**src/hw/rtl/motor_axis_calibrate_and_drive_macros.svh**
```systemverilog
// ---------------------------------------------------------------------------
// Assertion macros for the motor axis controller
// ---------------------------------------------------------------------------
`ifndef MOTOR_AXIS_CALIBRATE_AND_DRIVE_MACROS_SVH
`define MOTOR_AXIS_CALIBRATE_AND_DRIVE_MACROS_SVH
`ifndef NO_ASSERTIONS
`define MAX_ASSERT_IMP(label, clk, rst_n, a, c, msg) \
    label: assert property (@(posedge clk) disable iff (!rst_n) (a) |-> (c)) else $error(msg);
`define MAX_ASSERT_NXT(label, clk, rst_n, a, c, msg) \
    label: assert property (@(posedge clk) disable iff (!rst_n) (a) |=> (c)) else $error(msg);
`else
`define MAX_ASSERT_IMP(label, clk, rst_n, a, c, msg)
`define MAX_ASSERT_NXT(label, clk, rst_n, a, c, msg)
`endif
`endif

```
**src/hw/rtl/max_pkg.sv**
```systemverilog
// ---------------------------------------------------------------------------
// Motor axis controller package
// Shared types, codes and constants for controller and datapath.
// ---------------------------------------------------------------------------
`default_nettype none
package max_pkg;
    localparam int PosBits  = 16;
    localparam int TimeBits = 32;
    localparam int DivSteps = 2 * PosBits + 2;
    localparam int CntBits  = $clog2(DivSteps + 1);

    localparam logic [TimeBits-1:0] WaitDirMs  = TimeBits'(500);
    localparam logic [TimeBits-1:0] TimeoutMs  = TimeBits'(6000);
    localparam logic signed [7:0]   CalSpeed   = 8'sd50;
    localparam logic signed [7:0]   LinSpeed   = 8'sd40;
    localparam logic [PosBits-1:0]  HomePos    = PosBits'(500);
    localparam logic [PosBits-1:0]  BwdPreset  = PosBits'(48000);
    localparam logic [PosBits-1:0]  MaxPreset  = PosBits'(65000);

    typedef enum logic [3:0] {
        OP_STEP = 4'd0, OP_LIMIT = 4'd1, OP_TARGET = 4'd2, OP_ROTATE = 4'd3,
        OP_STOP = 4'd4, OP_RESUME = 4'd5, OP_CALIB = 4'd6, OP_SUSPEND = 4'd7,
        OP_PID = 4'd8, OP_LINEAR = 4'd9
    } t_op;

    typedef enum logic [2:0] {
        SRC_SUSP = 3'd0, SRC_CAL = 3'd1, SRC_PIDS = 3'd2, SRC_LIN = 3'd3, SRC_CMD = 3'd4
    } t_src;

    localparam logic [3:0] StgNone = 4'd0, StgReq = 4'd1, StgBwdDir = 4'd2,
        StgBwdVer = 4'd3, StgBwdLim = 4'd4, StgBwdHit = 4'd5, StgStop = 4'd6,
        StgFwdDir = 4'd7, StgFwdVer = 4'd8, StgFwdLim = 4'd9, StgFwdHit = 4'd10,
        StgCentre = 4'd11, StgDone = 4'd12, StgAbort = 4'd13;

    localparam logic [1:0] FaultNone = 2'd0, FaultDir = 2'd1, FaultTime = 2'd2;

    localparam logic [1:0] RegMinT = 2'd0, RegMaxT = 2'd1, RegGap = 2'd2, RegHit = 2'd3;

    typedef enum logic [1:0] {ST_IDLE, ST_DIV, ST_OUT} t_state;

    // controller to datapath
    typedef struct packed {
        logic exec;      // apply the held item (all ops but scaled target)
        logic div_start; // load the divider
        logic div_step;  // one restoring step
        logic div_done;  // write scaled target
        logic out_load;  // capture result
    } t_cmd;

    // datapath to controller
    typedef struct packed {
        logic is_target;
        logic div_last;
    } t_sts;
endpackage
`default_nettype wire

```
**src/hw/rtl/max_ctrl.sv**
```systemverilog
// ---------------------------------------------------------------------------
// Motor axis controller sequencer
// Steps each transaction through execute, optional division and output.
// ---------------------------------------------------------------------------
`default_nettype none
`include "motor_axis_calibrate_and_drive_macros.svh"
module max_ctrl
    import max_pkg::*;
(
    input  wire  i_clk,
    input  wire  i_rst_n,
    input  wire  i_in_fire,
    input  wire  i_out_fire,
    input  t_sts i_sts,
    output t_cmd o_cmd,
    output logic o_in_ready,
    output logic o_out_valid
);
    t_state r_state, n_state;

    // advance state
    always_ff @(posedge i_clk) begin
        if (!i_rst_n) begin
            r_state <= ST_IDLE;
        end else begin
            r_state <= n_state;
        end
    end

    // next state
    always_comb begin
        n_state = r_state;
        case (r_state)
            ST_IDLE: if (i_in_fire) n_state = ST_DIV;
            ST_DIV: begin
                if (!i_sts.is_target || i_sts.div_last) n_state = ST_OUT;
            end
            ST_OUT: if (i_out_fire) n_state = ST_IDLE;
            default: n_state = ST_IDLE;
        endcase
    end

    // outputs
    always_comb begin
        o_cmd = '0;
        o_in_ready = 1'b0;
        o_out_valid = 1'b0;
        case (r_state)
            ST_IDLE: begin
                o_in_ready = 1'b1;
                o_cmd.div_start = i_in_fire;
            end
            ST_DIV: begin
                if (!i_sts.is_target) begin
                    o_cmd.exec = 1'b1;
                    o_cmd.out_load = 1'b1;
                end else if (i_sts.div_last) begin
                    o_cmd.div_done = 1'b1;
                    o_cmd.out_load = 1'b1;
                end else begin
                    o_cmd.div_step = 1'b1;
                end
            end
            ST_OUT: o_out_valid = 1'b1;
            default: ;
        endcase
    end

    `MAX_ASSERT_NXT(a_in_leaves_idle, i_clk, i_rst_n, i_in_fire, r_state == ST_DIV,
        "accepted transaction did not start")
    `MAX_ASSERT_IMP(a_one_side, i_clk, i_rst_n, o_in_ready, !o_out_valid,
        "ready and valid together")
    `MAX_ASSERT_NXT(a_load_to_out, i_clk, i_rst_n, o_cmd.out_load, r_state == ST_OUT,
        "result load without output")
endmodule
`default_nettype wire

```
**src/hw/rtl/max_dp.sv**
```systemverilog
// ---------------------------------------------------------------------------
// Motor axis controller datapath
// Holds axis state, runs calibration and speed selection, scales targets
// with a restoring divider one quotient bit per cycle.
// ---------------------------------------------------------------------------
`default_nettype none
`include "motor_axis_calibrate_and_drive_macros.svh"
module max_dp
    import max_pkg::*;
(
    input  wire                 i_clk,
    input  wire                 i_rst_n,
    input  t_cmd                i_cmd,
    output t_sts                o_sts,
    input  wire                 i_cfg_fire,
    input  wire  [1:0]          i_cfg_idx,
    input  wire  [15:0]         i_cfg_data,
    input  wire  [3:0]          i_op,
    input  wire  [PosBits-1:0]  i_position,
    input  wire  [TimeBits-1:0] i_now,
    input  wire  signed [7:0]   i_pid,
    input  wire  [1:0]          i_mask,
    input  wire                 i_active,
    input  wire  [15:0]         i_treq,
    input  wire  signed [7:0]   i_sreq,
    output logic [51:0]         o_result
);
    localparam int DW = PosBits + 2;     // signed difference width
    localparam int PW = 2 * PosBits + 2; // product magnitude width

    logic [15:0] r_min_t, r_max_t, r_gap, r_hit;
    logic [3:0]  r_op;
    logic [PosBits-1:0] r_pos;
    logic [TimeBits-1:0] r_now;
    logic signed [7:0] r_pid, r_sreq;
    logic [1:0]  r_mask;
    logic        r_active;
    logic [15:0] r_treq;

    logic [2:0]  r_sw, n_sw;
    logic [3:0]  r_stage, n_stage;
    t_src        r_src, n_src;
    logic [1:0]  r_fault, n_fault;
    logic signed [7:0] r_speed, n_speed, r_cmd, n_cmd;
    logic [PosBits-1:0] r_tgt, n_tgt, r_smin, n_smin, r_smax, n_smax, r_saved, n_saved;
    logic [TimeBits-1:0] r_t0, n_t0;

    logic [PW-1:0] r_rem, r_quo;
    logic [DW-1:0] r_den;
    logic          r_neg;
    logic [CntBits-1:0] r_cnt;

    // configuration registers
    always_ff @(posedge i_clk) begin
        if (!i_rst_n) begin
            r_min_t <= 16'd0; r_max_t <= 16'hFFFF; r_gap <= 16'd500; r_hit <= 16'd0;
        end else if (i_cfg_fire) begin
            case (i_cfg_idx)
                RegMinT: r_min_t <= i_cfg_data;
                RegMaxT: r_max_t <= i_cfg_data;
                RegGap:  r_gap <= i_cfg_data;
                RegHit:  r_hit <= i_cfg_data;
                default: ;
            endcase
        end
    end

    // hold the accepted item
    always_ff @(posedge i_clk) begin
        if (i_cmd.div_start) begin
            r_op <= i_op; r_pos <= i_position; r_now <= i_now; r_pid <= i_pid;
            r_mask <= i_mask; r_active <= i_active; r_treq <= i_treq; r_sreq <= i_sreq;
        end
    end

    assign o_sts.is_target = (r_op == OP_TARGET) && (r_min_t != r_max_t);
    assign o_sts.div_last  = (r_cnt == CntBits'(PW));

    // divider operands from the live item (start) and state
    logic signed [DW-1:0] w_num_d, w_rng_d, w_den_d;
    logic signed [2*DW-1:0] w_prod;
    always_comb begin
        w_num_d = DW'($signed({2'b0, i_treq})) - DW'($signed({2'b0, r_min_t}));
        w_rng_d = DW'($signed({2'b0, r_smax})) - DW'($signed({2'b0, r_smin}));
        w_den_d = DW'($signed({2'b0, r_max_t})) - DW'($signed({2'b0, r_min_t}));
        w_prod  = w_num_d * w_rng_d;
    end

    // restoring divider, one bit per cycle
    logic [PW:0] w_trial;
    always_comb begin
        w_trial = {r_rem[PW-1:0], r_quo[PW-1]} - {{(PW+1-DW){1'b0}}, r_den};
    end
    always_ff @(posedge i_clk) begin
        if (i_cmd.div_start) begin
            r_neg <= w_prod[2*DW-1] ^ w_den_d[DW-1];
            r_quo <= PW'(w_prod[2*DW-1] ? -w_prod : w_prod);
            r_den <= w_den_d[DW-1] ? -w_den_d : w_den_d;
            r_rem <= '0;
            r_cnt <= '0;
        end else if (i_cmd.div_step) begin
            r_cnt <= r_cnt + 1'b1;
            if (!w_trial[PW]) begin
                r_rem <= w_trial[PW-1:0];
                r_quo <= {r_quo[PW-2:0], 1'b1};
            end else begin
                r_rem <= {r_rem[PW-2:0], r_quo[PW-1]};
                r_quo <= {r_quo[PW-2:0], 1'b0};
            end
        end
    end

    // scaled target with clamp
    logic signed [PW+1:0] w_t;
    logic [PosBits-1:0] w_scaled;
    always_comb begin
        w_t = (r_neg ? -$signed({2'b0, r_quo}) : $signed({2'b0, r_quo}))
            + $signed((PW+2)'(r_smin));
        if (w_t < $signed((PW+2)'(r_smin))) w_scaled = r_smin;
        else if (w_t > $signed((PW+2)'(r_smax))) w_scaled = r_smax;
        else w_scaled = w_t[PosBits-1:0];
    end

    // item execution
    logic w_acc, w_pv, w_iclr;
    logic [PosBits-1:0] w_pos, w_pval;
    logic signed [7:0] w_drive;
    logic [PosBits:0] w_m;
    logic [TimeBits-1:0] w_el;
    logic signed [PosBits+1:0] w_p, w_h, w_tt;
    logic w_wait, w_tout;
    always_comb begin
        n_sw = r_sw; n_stage = r_stage; n_src = r_src; n_fault = r_fault;
        n_speed = r_speed; n_cmd = r_cmd; n_tgt = r_tgt; n_smin = r_smin;
        n_smax = r_smax; n_saved = r_saved; n_t0 = r_t0;
        w_acc = 1'b0; w_pv = 1'b0; w_iclr = 1'b0; w_pval = '0; w_drive = '0;
        w_pos = r_pos;
        w_el = r_now - r_t0;
        w_wait = w_el >= WaitDirMs;
        w_tout = w_el >= TimeoutMs;
        w_m = {1'b0, HomePos} + (PosBits+1)'(r_gap);
        w_p = (PosBits+2)'(r_pos);
        w_h = (PosBits+2)'(r_hit);
        w_tt = (PosBits+2)'(r_tgt);
        case (t_op'(r_op))
            OP_STEP: begin
                case (r_src)
                    SRC_SUSP: n_speed = '0;
                    SRC_CAL: begin
                        case (r_stage)
                            StgReq: begin
                                if (r_sw[0]) n_stage = StgBwdHit;
                                else begin
                                    n_speed = -CalSpeed; w_pos = BwdPreset;
                                    w_pv = 1'b1; w_pval = BwdPreset;
                                    n_saved = BwdPreset; n_smax = MaxPreset;
                                    n_stage = StgBwdDir; n_t0 = r_now;
                                end
                            end
                            StgBwdDir: if (w_wait) n_stage = StgBwdVer;
                            StgBwdVer: begin
                                if (r_saved > r_pos) n_stage = StgBwdLim;
                                else begin
                                    n_stage = StgAbort; n_fault = FaultDir;
                                    n_src = SRC_SUSP; n_speed = '0;
                                end
                            end
                            StgBwdLim: begin
                                if (w_tout) begin
                                    n_stage = StgAbort; n_fault = FaultTime;
                                    n_src = SRC_SUSP; n_speed = '0;
                                end
                                if (r_sw[0]) n_stage = StgBwdHit;
                            end
                            StgBwdHit: begin
                                n_t0 = r_now; n_speed = '0; n_stage = StgStop;
                            end
                            StgStop: begin
                                if (w_wait) begin
                                    w_pos = HomePos; w_pv = 1'b1; w_pval = HomePos;
                                    n_saved = HomePos;
                                    n_smin = w_m[PosBits] ? '1 : w_m[PosBits-1:0];
                                    n_stage = StgFwdDir; n_speed = CalSpeed; n_t0 = r_now;
                                end
                            end
                            StgFwdDir: if (w_wait) n_stage = StgFwdVer;
                            StgFwdVer: begin
                                if (r_saved < r_pos) n_stage = StgFwdLim;
                                else begin
                                    n_stage = StgAbort; n_fault = FaultDir;
                                    n_src = SRC_SUSP; n_speed = '0;
                                end
                            end
                            StgFwdLim: begin
                                if (w_tout) begin
                                    n_stage = StgAbort; n_fault = FaultTime;
                                    n_src = SRC_SUSP; n_speed = '0;
                                end
                            end
                            StgFwdHit: begin
                                n_smax = (r_pos > r_gap) ? r_pos - r_gap : '0;
                                n_speed = -CalSpeed;
                                n_tgt = PosBits'(({1'b0, n_smax} + {1'b0, r_smin}) >> 1);
                                n_stage = StgCentre;
                            end
                            StgCentre: begin
                                if (r_pos <= r_tgt) begin
                                    n_speed = '0; n_stage = StgDone; n_fault = FaultNone;
                                end
                            end
                            default: ;
                        endcase
                        if (n_stage == StgDone) begin
                            w_iclr = 1'b1; n_src = SRC_PIDS;
                        end
                    end
                    SRC_PIDS: n_speed = r_pid;
                    SRC_LIN: begin
                        if (w_tt > w_p + w_h) n_speed = LinSpeed;
                        else if (w_tt < w_p - w_h) n_speed = -LinSpeed;
                        else n_speed = '0;
                    end
                    SRC_CMD: n_speed = r_cmd;
                    default: ;
                endcase
                if ((r_sw[0] && n_speed < 0) || (r_sw[1] && n_speed > 0) ||
                    (n_smin > w_pos && n_speed < 0) || (n_smax < w_pos && n_speed > 0)) begin
                    n_speed = '0; w_iclr = 1'b1;
                end
                w_drive = r_sw[2] ? 8'sd0 : n_speed;
            end
            OP_LIMIT: begin
                n_sw = r_active ? (r_sw | {1'b0, r_mask}) : (r_sw & ~{1'b0, r_mask});
                if ((r_stage == StgBwdLim || r_stage == StgBwdDir) && r_mask == 2'd1
                    && r_active) n_stage = StgBwdHit;
                if ((r_stage == StgFwdLim || r_stage == StgFwdDir) && r_mask == 2'd2
                    && r_active) n_stage = StgFwdHit;
            end
            OP_TARGET: n_tgt = r_smin;
            OP_ROTATE: begin
                if (r_src != SRC_CAL) begin
                    n_src = SRC_CMD; n_cmd = r_sreq; w_acc = 1'b1;
                end
            end
            OP_STOP:   begin n_sw[2] = 1'b1; w_acc = 1'b1; end
            OP_RESUME: begin n_sw[2] = 1'b0; w_acc = 1'b1; end
            OP_CALIB: begin
                n_sw[2] = 1'b0; n_src = SRC_CAL; n_stage = StgReq; w_acc = 1'b1;
            end
            OP_SUSPEND: begin n_src = SRC_SUSP; w_acc = 1'b1; end
            OP_PID: begin
                if (r_stage == StgDone) begin
                    w_iclr = 1'b1; n_src = SRC_PIDS; w_acc = 1'b1;
                end
            end
            OP_LINEAR: begin
                if (r_stage == StgDone) begin n_src = SRC_LIN; w_acc = 1'b1; end
            end
            default: ;
        endcase
        if (i_cmd.div_done) n_tgt = w_scaled;
    end

    // commit state
    always_ff @(posedge i_clk) begin
        if (!i_rst_n) begin
            r_sw <= '0; r_stage <= StgNone; r_src <= SRC_SUSP; r_fault <= FaultNone;
            r_speed <= '0; r_cmd <= '0; r_tgt <= '0; r_smin <= '0; r_smax <= '1;
            r_saved <= '0; r_t0 <= '0;
        end else if (i_cmd.exec) begin
            r_sw <= n_sw; r_stage <= n_stage; r_src <= n_src; r_fault <= n_fault;
            r_speed <= n_speed; r_cmd <= n_cmd; r_tgt <= n_tgt; r_smin <= n_smin;
            r_smax <= n_smax; r_saved <= n_saved; r_t0 <= n_t0;
        end else if (i_cmd.div_done) begin
            r_tgt <= w_scaled;
        end
    end

    // capture result: target, iclr, fault, src, stage, pval, pv, acc, drive
    always_ff @(posedge i_clk) begin
        if (i_cmd.out_load) begin
            o_result <= {n_tgt[15:0], w_iclr, n_fault, 3'(n_src), n_stage,
                w_pval[15:0], w_pv, w_acc, w_drive};
        end
    end

    `MAX_ASSERT_NXT(a_stage_range, i_clk, i_rst_n, 1'b1, r_stage <= StgAbort,
        "calibration stage out of range")
    `MAX_ASSERT_IMP(a_no_step_div, i_clk, i_rst_n, i_cmd.div_step, o_sts.is_target,
        "divider stepped on a non-target item")
    `MAX_ASSERT_NXT(a_done_pid, i_clk, i_rst_n,
        i_cmd.exec && r_op == OP_PID && r_stage == StgDone, r_src == SRC_PIDS,
        "pid selection lost")
endmodule
`default_nettype wire

```
**src/hw/rtl/motor_axis_calibrate_and_drive.sv**
```systemverilog
// Flow: an accepted item is held, then executed and its result captured, then offered;
// a set target with a non-empty scale instead runs the restoring divider to completion.
// Throughput: one item at a time; the next item is accepted once the result is taken.
// Reset: synchronous active low i_rst_n restores axis state, config and sequencer state.
`default_nettype none
// ---------------------------------------------------------------------------
// Motor axis calibrate and drive
// Top level joining the sequencer and the axis datapath.
// ---------------------------------------------------------------------------
module motor_axis_calibrate_and_drive
    import max_pkg::*;
(
    input  wire         i_clk,
    input  wire         i_rst_n,
    input  wire         s_axis_tvalid,
    output logic        s_axis_tready,
    // op[3:0]
    input  wire  [3:0]  s_axis_tuser,
    // position[15:0] now_ms[47:16] pid_output[55:48] event_mask[57:56]
    // event_active[58] target_request[74:59] speed_request[82:75] zero[87:83]
    input  wire  [87:0] s_axis_tdata,
    output logic        m_axis_tvalid,
    input  wire         m_axis_tready,
    // drive_speed[7:0] accepted[8] preset_valid[9] preset_value[25:10]
    // stage_now[29:26] source_now[32:30] error_code[34:33] integrator_clear[35]
    // target_now[51:36] zero[55:52]
    output logic [55:0] m_axis_tdata,
    input  wire         i_cfg_valid,
    output logic        o_cfg_ready,
    input  wire  [1:0]  i_cfg_index,
    input  wire  [15:0] i_cfg_data
);
    t_cmd w_cmd;
    t_sts w_sts;
    logic [51:0] w_res;

    assign o_cfg_ready = 1'b1;
    assign m_axis_tdata = {4'd0, w_res};

    max_ctrl u_ctrl (
        .i_clk, .i_rst_n,
        .i_in_fire(s_axis_tvalid && s_axis_tready),
        .i_out_fire(m_axis_tvalid && m_axis_tready),
        .i_sts(w_sts), .o_cmd(w_cmd),
        .o_in_ready(s_axis_tready), .o_out_valid(m_axis_tvalid)
    );

    max_dp u_dp (
        .i_clk, .i_rst_n, .i_cmd(w_cmd), .o_sts(w_sts),
        .i_cfg_fire(i_cfg_valid), .i_cfg_idx(i_cfg_index), .i_cfg_data(i_cfg_data),
        .i_op(s_axis_tuser), .i_position(s_axis_tdata[15:0]),
        .i_now(s_axis_tdata[47:16]), .i_pid(s_axis_tdata[55:48]),
        .i_mask(s_axis_tdata[57:56]), .i_active(s_axis_tdata[58]),
        .i_treq(s_axis_tdata[74:59]), .i_sreq(s_axis_tdata[82:75]),
        .o_result(w_res)
    );
endmodule
`default_nettype wire
```
**config.mk**
```make
export PLATFORM = sky130hd
export DESIGN_NAME = motor_axis_calibrate_and_drive
export DESIGN_NICKNAME = d
export VERILOG_FILES = /design/src/hw/rtl/max_pkg.sv /design/src/hw/rtl/max_ctrl.sv /design/src/hw/rtl/max_dp.sv /design/src/hw/rtl/motor_axis_calibrate_and_drive.sv
export VERILOG_INCLUDE_DIRS = /design/src /design/src/hw/rtl
export SDC_FILE = /design/constraint.sdc
export NUM_CORES = 2
export LEC_CHECK = 0
export ABC_AREA = 1
export BUFFER_PORTS_ARGS = -buffer_cell sky130_fd_sc_hd__buf_2
export CAP_MARGIN = 25
export CORE_MARGIN = 3
export CORE_UTILIZATION = 39
export CTS_BUF_LIST = sky130_fd_sc_hd__clkbuf_16
export DETAILED_ROUTE_END_ITERATION = 10
export PLACE_DENSITY = 0.64
export SKIP_CTS_REPAIR_TIMING = 1
export SYNTH_ARGS = -nofsm -noshare
export SYNTH_HDL_FRONTEND = slang
export SYNTH_SLANG_ARGS = --single-unit
```
**constraint.sdc**
```tcl
create_clock -name i_clk -period 10.8 [get_ports i_clk]
set_input_delay 0.54 -clock i_clk [delete_from_list [all_inputs] [get_ports i_clk]]
set_output_delay 0.54 -clock i_clk [all_outputs]
set_load 0.01 [all_outputs]
```
; Yosys cells after proc, flatten, opt, wreduce, memory -nomap -nowiden
; Index checks and enable logic that the tools add are counted.
[classes]
add_sub_neg = 15
mul = 1
div = 0
magnitude_cmp = 14
eq_ne = 41
shift = 0
n_mux = 110
bitwise_logic = 5
reduce_logical = 44
[ops]
columns = op, n
row1 = 16-bit two-way mux, 23
row2 = 16-bit case mux with 2 select lines, 5
row3 = 34-bit two-way mux, 4
row4 = 32-bit case mux with 3 select lines, 1
row5 = 8-bit two-way mux, 10
row6 = 16-bit by 16-bit subtractor with 17-bit output, 4
row7 = 32-bit two-way mux, 2
row8 = 8-bit case mux with 8 select lines, 1
row9 = 16-bit > comparator, 3
row10 = 4-bit two-way mux, 12
row11 = 4-bit case mux with 11 select lines, 1
row12 = 8-bit case mux with 5 select lines, 1
row13 = 36-bit by 17-bit adder with 36-bit output, 1
row14 = 36-bit by 17-bit > comparator with 1-bit output, 1
row15 = 36-bit by 17-bit less-than comparator with 1-bit output, 1
row16 = 3-bit two-way mux, 12
row17 = 36-bit two-way mux, 1
row18 = 34-bit negation with 36-bit output, 1
row19 = 35-bit by 18-bit subtractor with 35-bit output, 1
row20 = 16-bit by 16-bit adder with 17-bit output, 2
row21 = 17-bit by 17-bit multiplier with 34-bit output, 1
row22 = 34-bit negation, 1
row23 = "4-bit by 3-bit equality test with 1-bit output, second input constant", 8
row24 = "4-bit equality test, second input constant", 8
row25 = 54 further kinds, 125
[totals]
register_bits = 406
latch_bits = 0
mem_bits_rw = 0
mem_bits_ro = 0
inputBits = 115
output_inout_bits = 59
elab_cells = 263
n_memories = 0

; Depth between registers and ports, before layout
[logic_depth]
word_depth = 13
depth_mapped = 55
depth_no_buf = 53

; By module
; From an unflattened synthesis, not the netlist that was laid out.
[hier_totals]
hier_cells = 5880
area_unflattened_um2 = 42609.6
[modules_own_cells]
columns = module, n_inst, cells_per_inst, area_per_inst_um2
row1 = max_dp, 1, 5845, 42391.9
row2 = max_ctrl, 1, 24, 157.7
row3 = motor_axis_calibrate_and_drive, 1, 11, 60.1

; Worst setup path after synthesis
; Ideal clock, no wire load.
[synth_path]
kind = register -> register
from = reg u_dp.r_smax[0]
to = reg u_dp.r_quo[9], data pin
arrival_ps = 8741
required_ps = 10406
slack_ps = 1666
path_stages_with_launch = 54
period_less_slack_ps = 9134
cell_sequence = dfxtp_1 -> inv_1 -> ha_1 -> fa_1 -> o21ai_0 -> a21oi_1 -> o21ai_0 -> nand2_1 -> nand2_1 -> nand2_1 -> nand2_1 -> a21oi_1 -> o21bai_1 -> nand2_1 -> nand2_1 -> a21oi_1 -> inv_1 -> nand2_1 -> [18 not listed] -> o21a_1 -> o21ai_0 -> a21oi_1 -> o21bai_1 -> nand3_1 -> nand2_1 -> nand2_1 -> inv_1 -> o21ai_0 -> nand2_1 -> or2_2 -> nand2_1 -> buf_2 -> buf_2 -> nor2_1 -> xor2_1 -> nand2_1 -> o21ai_0
[synth_via]
elab_chain_cells = 5
[synth_lines]
columns = element, line_no
row1 = from (decl), max_dp.sv:45  ; logic [PosBits-1:0] r_tgt, n_tgt, r_smin, n_smin, r_smax, n_smax, r_saved, n_saved;
row2 = from (signal assigned), max_dp.sv:273  ; r_smax <= n_smax; r_saved <= n_saved; r_t0 <= n_t0;
row3 = 16-bit by 16-bit subtractor with 17-bit output (*), max_dp.sv:84  ; w_rng_d = DW'($signed({2'b0, r_smax})) - DW'($signed({2'b0, r_smin}));
row4 = 17-bit by 17-bit multiplier with 34-bit output (*), max_dp.sv:86  ; w_prod = w_num_d * w_rng_d;
row5 = 34-bit negation, max_dp.sv:97  ; r_quo <= PW'(w_prod[2*DW-1] ? -w_prod : w_prod);
row6 = 34-bit two-way mux (*), max_dp.sv:97
row7 = 34-bit two-way mux (*), max_dp.sv:95  ; if (i_cmd.div_start) begin
row8 = to (signal assigned), max_dp.sv:97
row9 = to (signal assigned), max_dp.sv:105  ; r_quo <= {r_quo[PW-2:0], 1'b1};
row10 = to (signal assigned), max_dp.sv:108  ; r_quo <= {r_quo[PW-2:0], 1'b0};
row11 = to (decl), max_dp.sv:48  ; logic [PW-1:0] r_rem, r_quo;
; Mark *: on every way between the ends. The rest lies on a longest branch, timed or not.
; A chain may end at the register's enable or synchronous reset.

; Worst setup path in the final report
[layout_path]
from = reg u_dp.r_smin[3]
to = reg u_dp.r_quo[31], data pin
[layout_via]
elab_chain_cells = 5
[layout_lines]
columns = element, line_no
row1 = from (decl), max_dp.sv:45
row2 = from (signal assigned), max_dp.sv:272  ; r_speed <= n_speed; r_cmd <= n_cmd; r_tgt <= n_tgt; r_smin <= n_smin;
row3 = 16-bit by 16-bit subtractor with 17-bit output (*), max_dp.sv:84
row4 = 17-bit by 17-bit multiplier with 34-bit output (*), max_dp.sv:86
row5 = 34-bit negation, max_dp.sv:97
row6 = 34-bit two-way mux (*), max_dp.sv:97
row7 = 34-bit two-way mux (*), max_dp.sv:95
; Marks and branches as above.

==> results_dict.tcl <==
set metrics [dict create \
    start_kind "register" \
    antenna_left 0 \
    critPathSlowestCell "fa_1" \
    cp_data_arrival_time_ns 10.22 \
    fp.dieW_um 333.3 \
    drv_slew 0 \
    slew_headroom_pct 35.98 \
    die_area_um2 111100 \
    end_kind "register" \
    dp_hpwl_um 104000 \
    max_stage_delay_ns 0.55 \
    synthCells 5763 \
    via_per_inst 5.189 \
    die-height_um 333.3 \
    wire_per_inst_um 17.75 \
    cts_tree "done" \
    critPathMostFrequentCell "nand2_1" \
    worst-path-buf-inv 6 \
    path_class "reg -> reg" \
    drc 0 \
    vias 37960 \
    outcome "finished clean" \
    numPortBuffers 158 \
    ys_ff_latch 379 \
    drt_first_pass_iters 6 \
    synth_area_um2 41770 \
    fin_worst_skew_ns 0.03822 \
    fp-row-count 119 \
    r2r_slack_ns 0.90 \
    ys.flop_type "dfxtp_1" \
    yosys_warnings 0 \
    cts_inserted_buffers 46 \
    htree_levels 2 \
    drv_cap 0 \
    setup_viol 0 \
    grt_pass1_wl_um 204600 \
    worst-path-max-fanout 5 \
    gp_congestion 0.9589 \
    hold_path_class "in -> reg" \
    finalSetupTns_ns 0 \
    clockBufferDepth 3 \
    path_delay_family "adder cells" \
    place_inst 7224 \
    finalHoldViolations 0 \
    initial_core_util_pct 39.51 \
    synth-edff-count 162 \
    globalRouteOverflowTotal 0 \
    grt_max_degree 70 \
    cts_sinks 379 \
    path_clk_slew_ns 0.07 \
    area_growth_pct 9.430 \
    grt_pass1_vias 36540 \
    io_pins 174 \
    fmax_mhz 101.0 \
    antenna_found_initial 6 \
    period_needed_ns 9.902 \
    grt_usage_pct 23.13 \
    coreArea_um2 105700 \
    final_nets 6695 \
    cts-root-buf "clkbuf_16" \
    rsz0062_at_grt "false" \
    ys_types 64 \
    fin_cells 7316 \
    syn_avg_cell_area_um2 7.248 \
    fill_cells 10980 \
    synth_seq_area_share_pct 22.05 \
    synth_async_sr_flop_share_pct 0 \
    finalCritPeriodShare_pct 91.69 \
    clock_latency_ns 0.62 \
    drt-initial-drc-count 3085 \
    routed_wl_um 129800 \
    cp.required_ns 11.12 \
    drive_gt1_share_pct 6.500 \
    worstMarginPinSlew_ns 0.9576 \
]
[cell usage in the layout, fill, tap and decap left out, types with 46 or more instances in the layout]
master and count:
nand2_1 1191, inv_1 1078, nor2_1 535, a21oi_1 414
ha_1 387, o21ai_0 353, fa_1 307, nand3_1 256
dfxtp_1 217, edfxtp_1 162, buf_2 157, xor2_1 155
nand4_1 75, nor3_1 70, xnor2_1 54, buf_4 52
clkbuf_16 46
[cell usage after synthesis, drive strengths merged (73+ instances only)]
| library cell | n | share of area [%] |
|---|---|---|
| o21ai | 361 | 4.3 |
| nand4 | 76 | 1.2 |
| a21oi | 415 | 5.0 |
| dfxtp | 217 | 10 |
| xor2 | 156 | 3.3 |
| nand2 | 1213 | 11 |
| inv | 1089 | 9.8 |
| fa | 307 | 15 |
| nand3 | 259 | 3.1 |
| nor2 | 558 | 5.2 |
| edfxtp | 162 | 12 |
| nor3 | 73 | 0.90 |
| ha | 387 | 12 |
| clkbuf | 111 | 1.0 |
[layout make-up]
| type | count | area [µm²] | share of cell area (%) |
|---|---|---|---|
| repair buffers | 214 | 1261 | 2.759 |
| clock inverters | 39 | 391.6 | 0.8568 |
| inverters | 1103 | 4150 | 9.080 |
| diodes | 2 | 5.005 | 0.01095 |
| flip-flops and latches | 379 | 9209 | 20.15 |
| clock buffers | 46 | 1151 | 2.518 |
| multi-input cells | 4142 | 27800 | 60.82 |
| well taps | 1391 | 1740 | 3.808 |
[per-stage QoR]
stage | setup slack (ns) | hold slack [ns] | util [%] | instance area [µm²]
finish | 0.8976 | 0.09048 | 43.24 | 45710
global route | 0.03039 | 0.06970 | 43.23 | 45700
CTS | 0.6887 | 0.05474 | 43.16 | 45630
detailed placement | 0.7528 | 0.4465 | 41.70 | 44080
global placement | 0.8479 | 0.4384 | 41.66 | 44040
floorplan | 1.666 | 0.4245 | - | 41800
[kinds of logic after synthesis]
| logic type | after synthesis | synth area share [%] |
|---|---|---|
| AND/OR/NAND/NOR | 2239 | 22.46 |
| buffers and inverters | 1251 | 11.52 |
| AO/OA/AOI/OAI | 988 | 13.23 |
| adder cells (fa/ha/maj) | 694 | 26.31 |
| flip-flops | 379 | 22.05 |
| XOR/XNOR | 210 | 4.421 |
| other | 2 | 0.01798 |
[state kept, by name (all words and copies together) (netlist names), 16 cells and up, named ones only]
signal	cells
u_dp.r_now	32
u_dp.r_smax	16
u_dp.r_max_t	16
u_dp.o_result	38
u_dp.r_den	18
u_dp.r_gap	16
u_dp.r_rem	34
u_dp.r_smin	16
u_dp.r_tgt	16
u_dp.r_hit	16
u_dp.r_quo	34
u_dp.r_t0	32
u_dp.r_min_t	16
u_dp.r_pos	16
[worst paths after layout]
| path | startpoint | endpoint | depth (start not counted) |
|---|---|---|---|
| setup / recovery | u_dp.r_smin[3]$_SDFFE_PN0P_ | u_dp.r_quo[31]$_DFFE_PP_ | 48 |
| setup reg to reg | u_dp.r_smin[3]$_SDFFE_PN0P_ | u_dp.r_quo[31]$_DFFE_PP_ | 48 |
| hold / removal | s_axis_tdata[19] | u_dp.r_now[3]$_DFFE_PP_ | 1 |
| hold reg to reg | u_dp.r_t0[0]$_SDFFE_PN0P_ | u_dp.r_t0[0]$_SDFFE_PN0P_ | 2 |
[layer usage]
layer	GRT usage (%)	up-vias	wire length, µm
met5	0	-	18
met2	38.40	1156	59020
met1	31.13	17850	57530
li1	-	18710	-
met3	2.847	247	8169
met4	8.060	2	5086
Power is left out: the tool's default activity adds up to more than one toggle a clock period on the data nets, which glitch-free logic cannot reach.
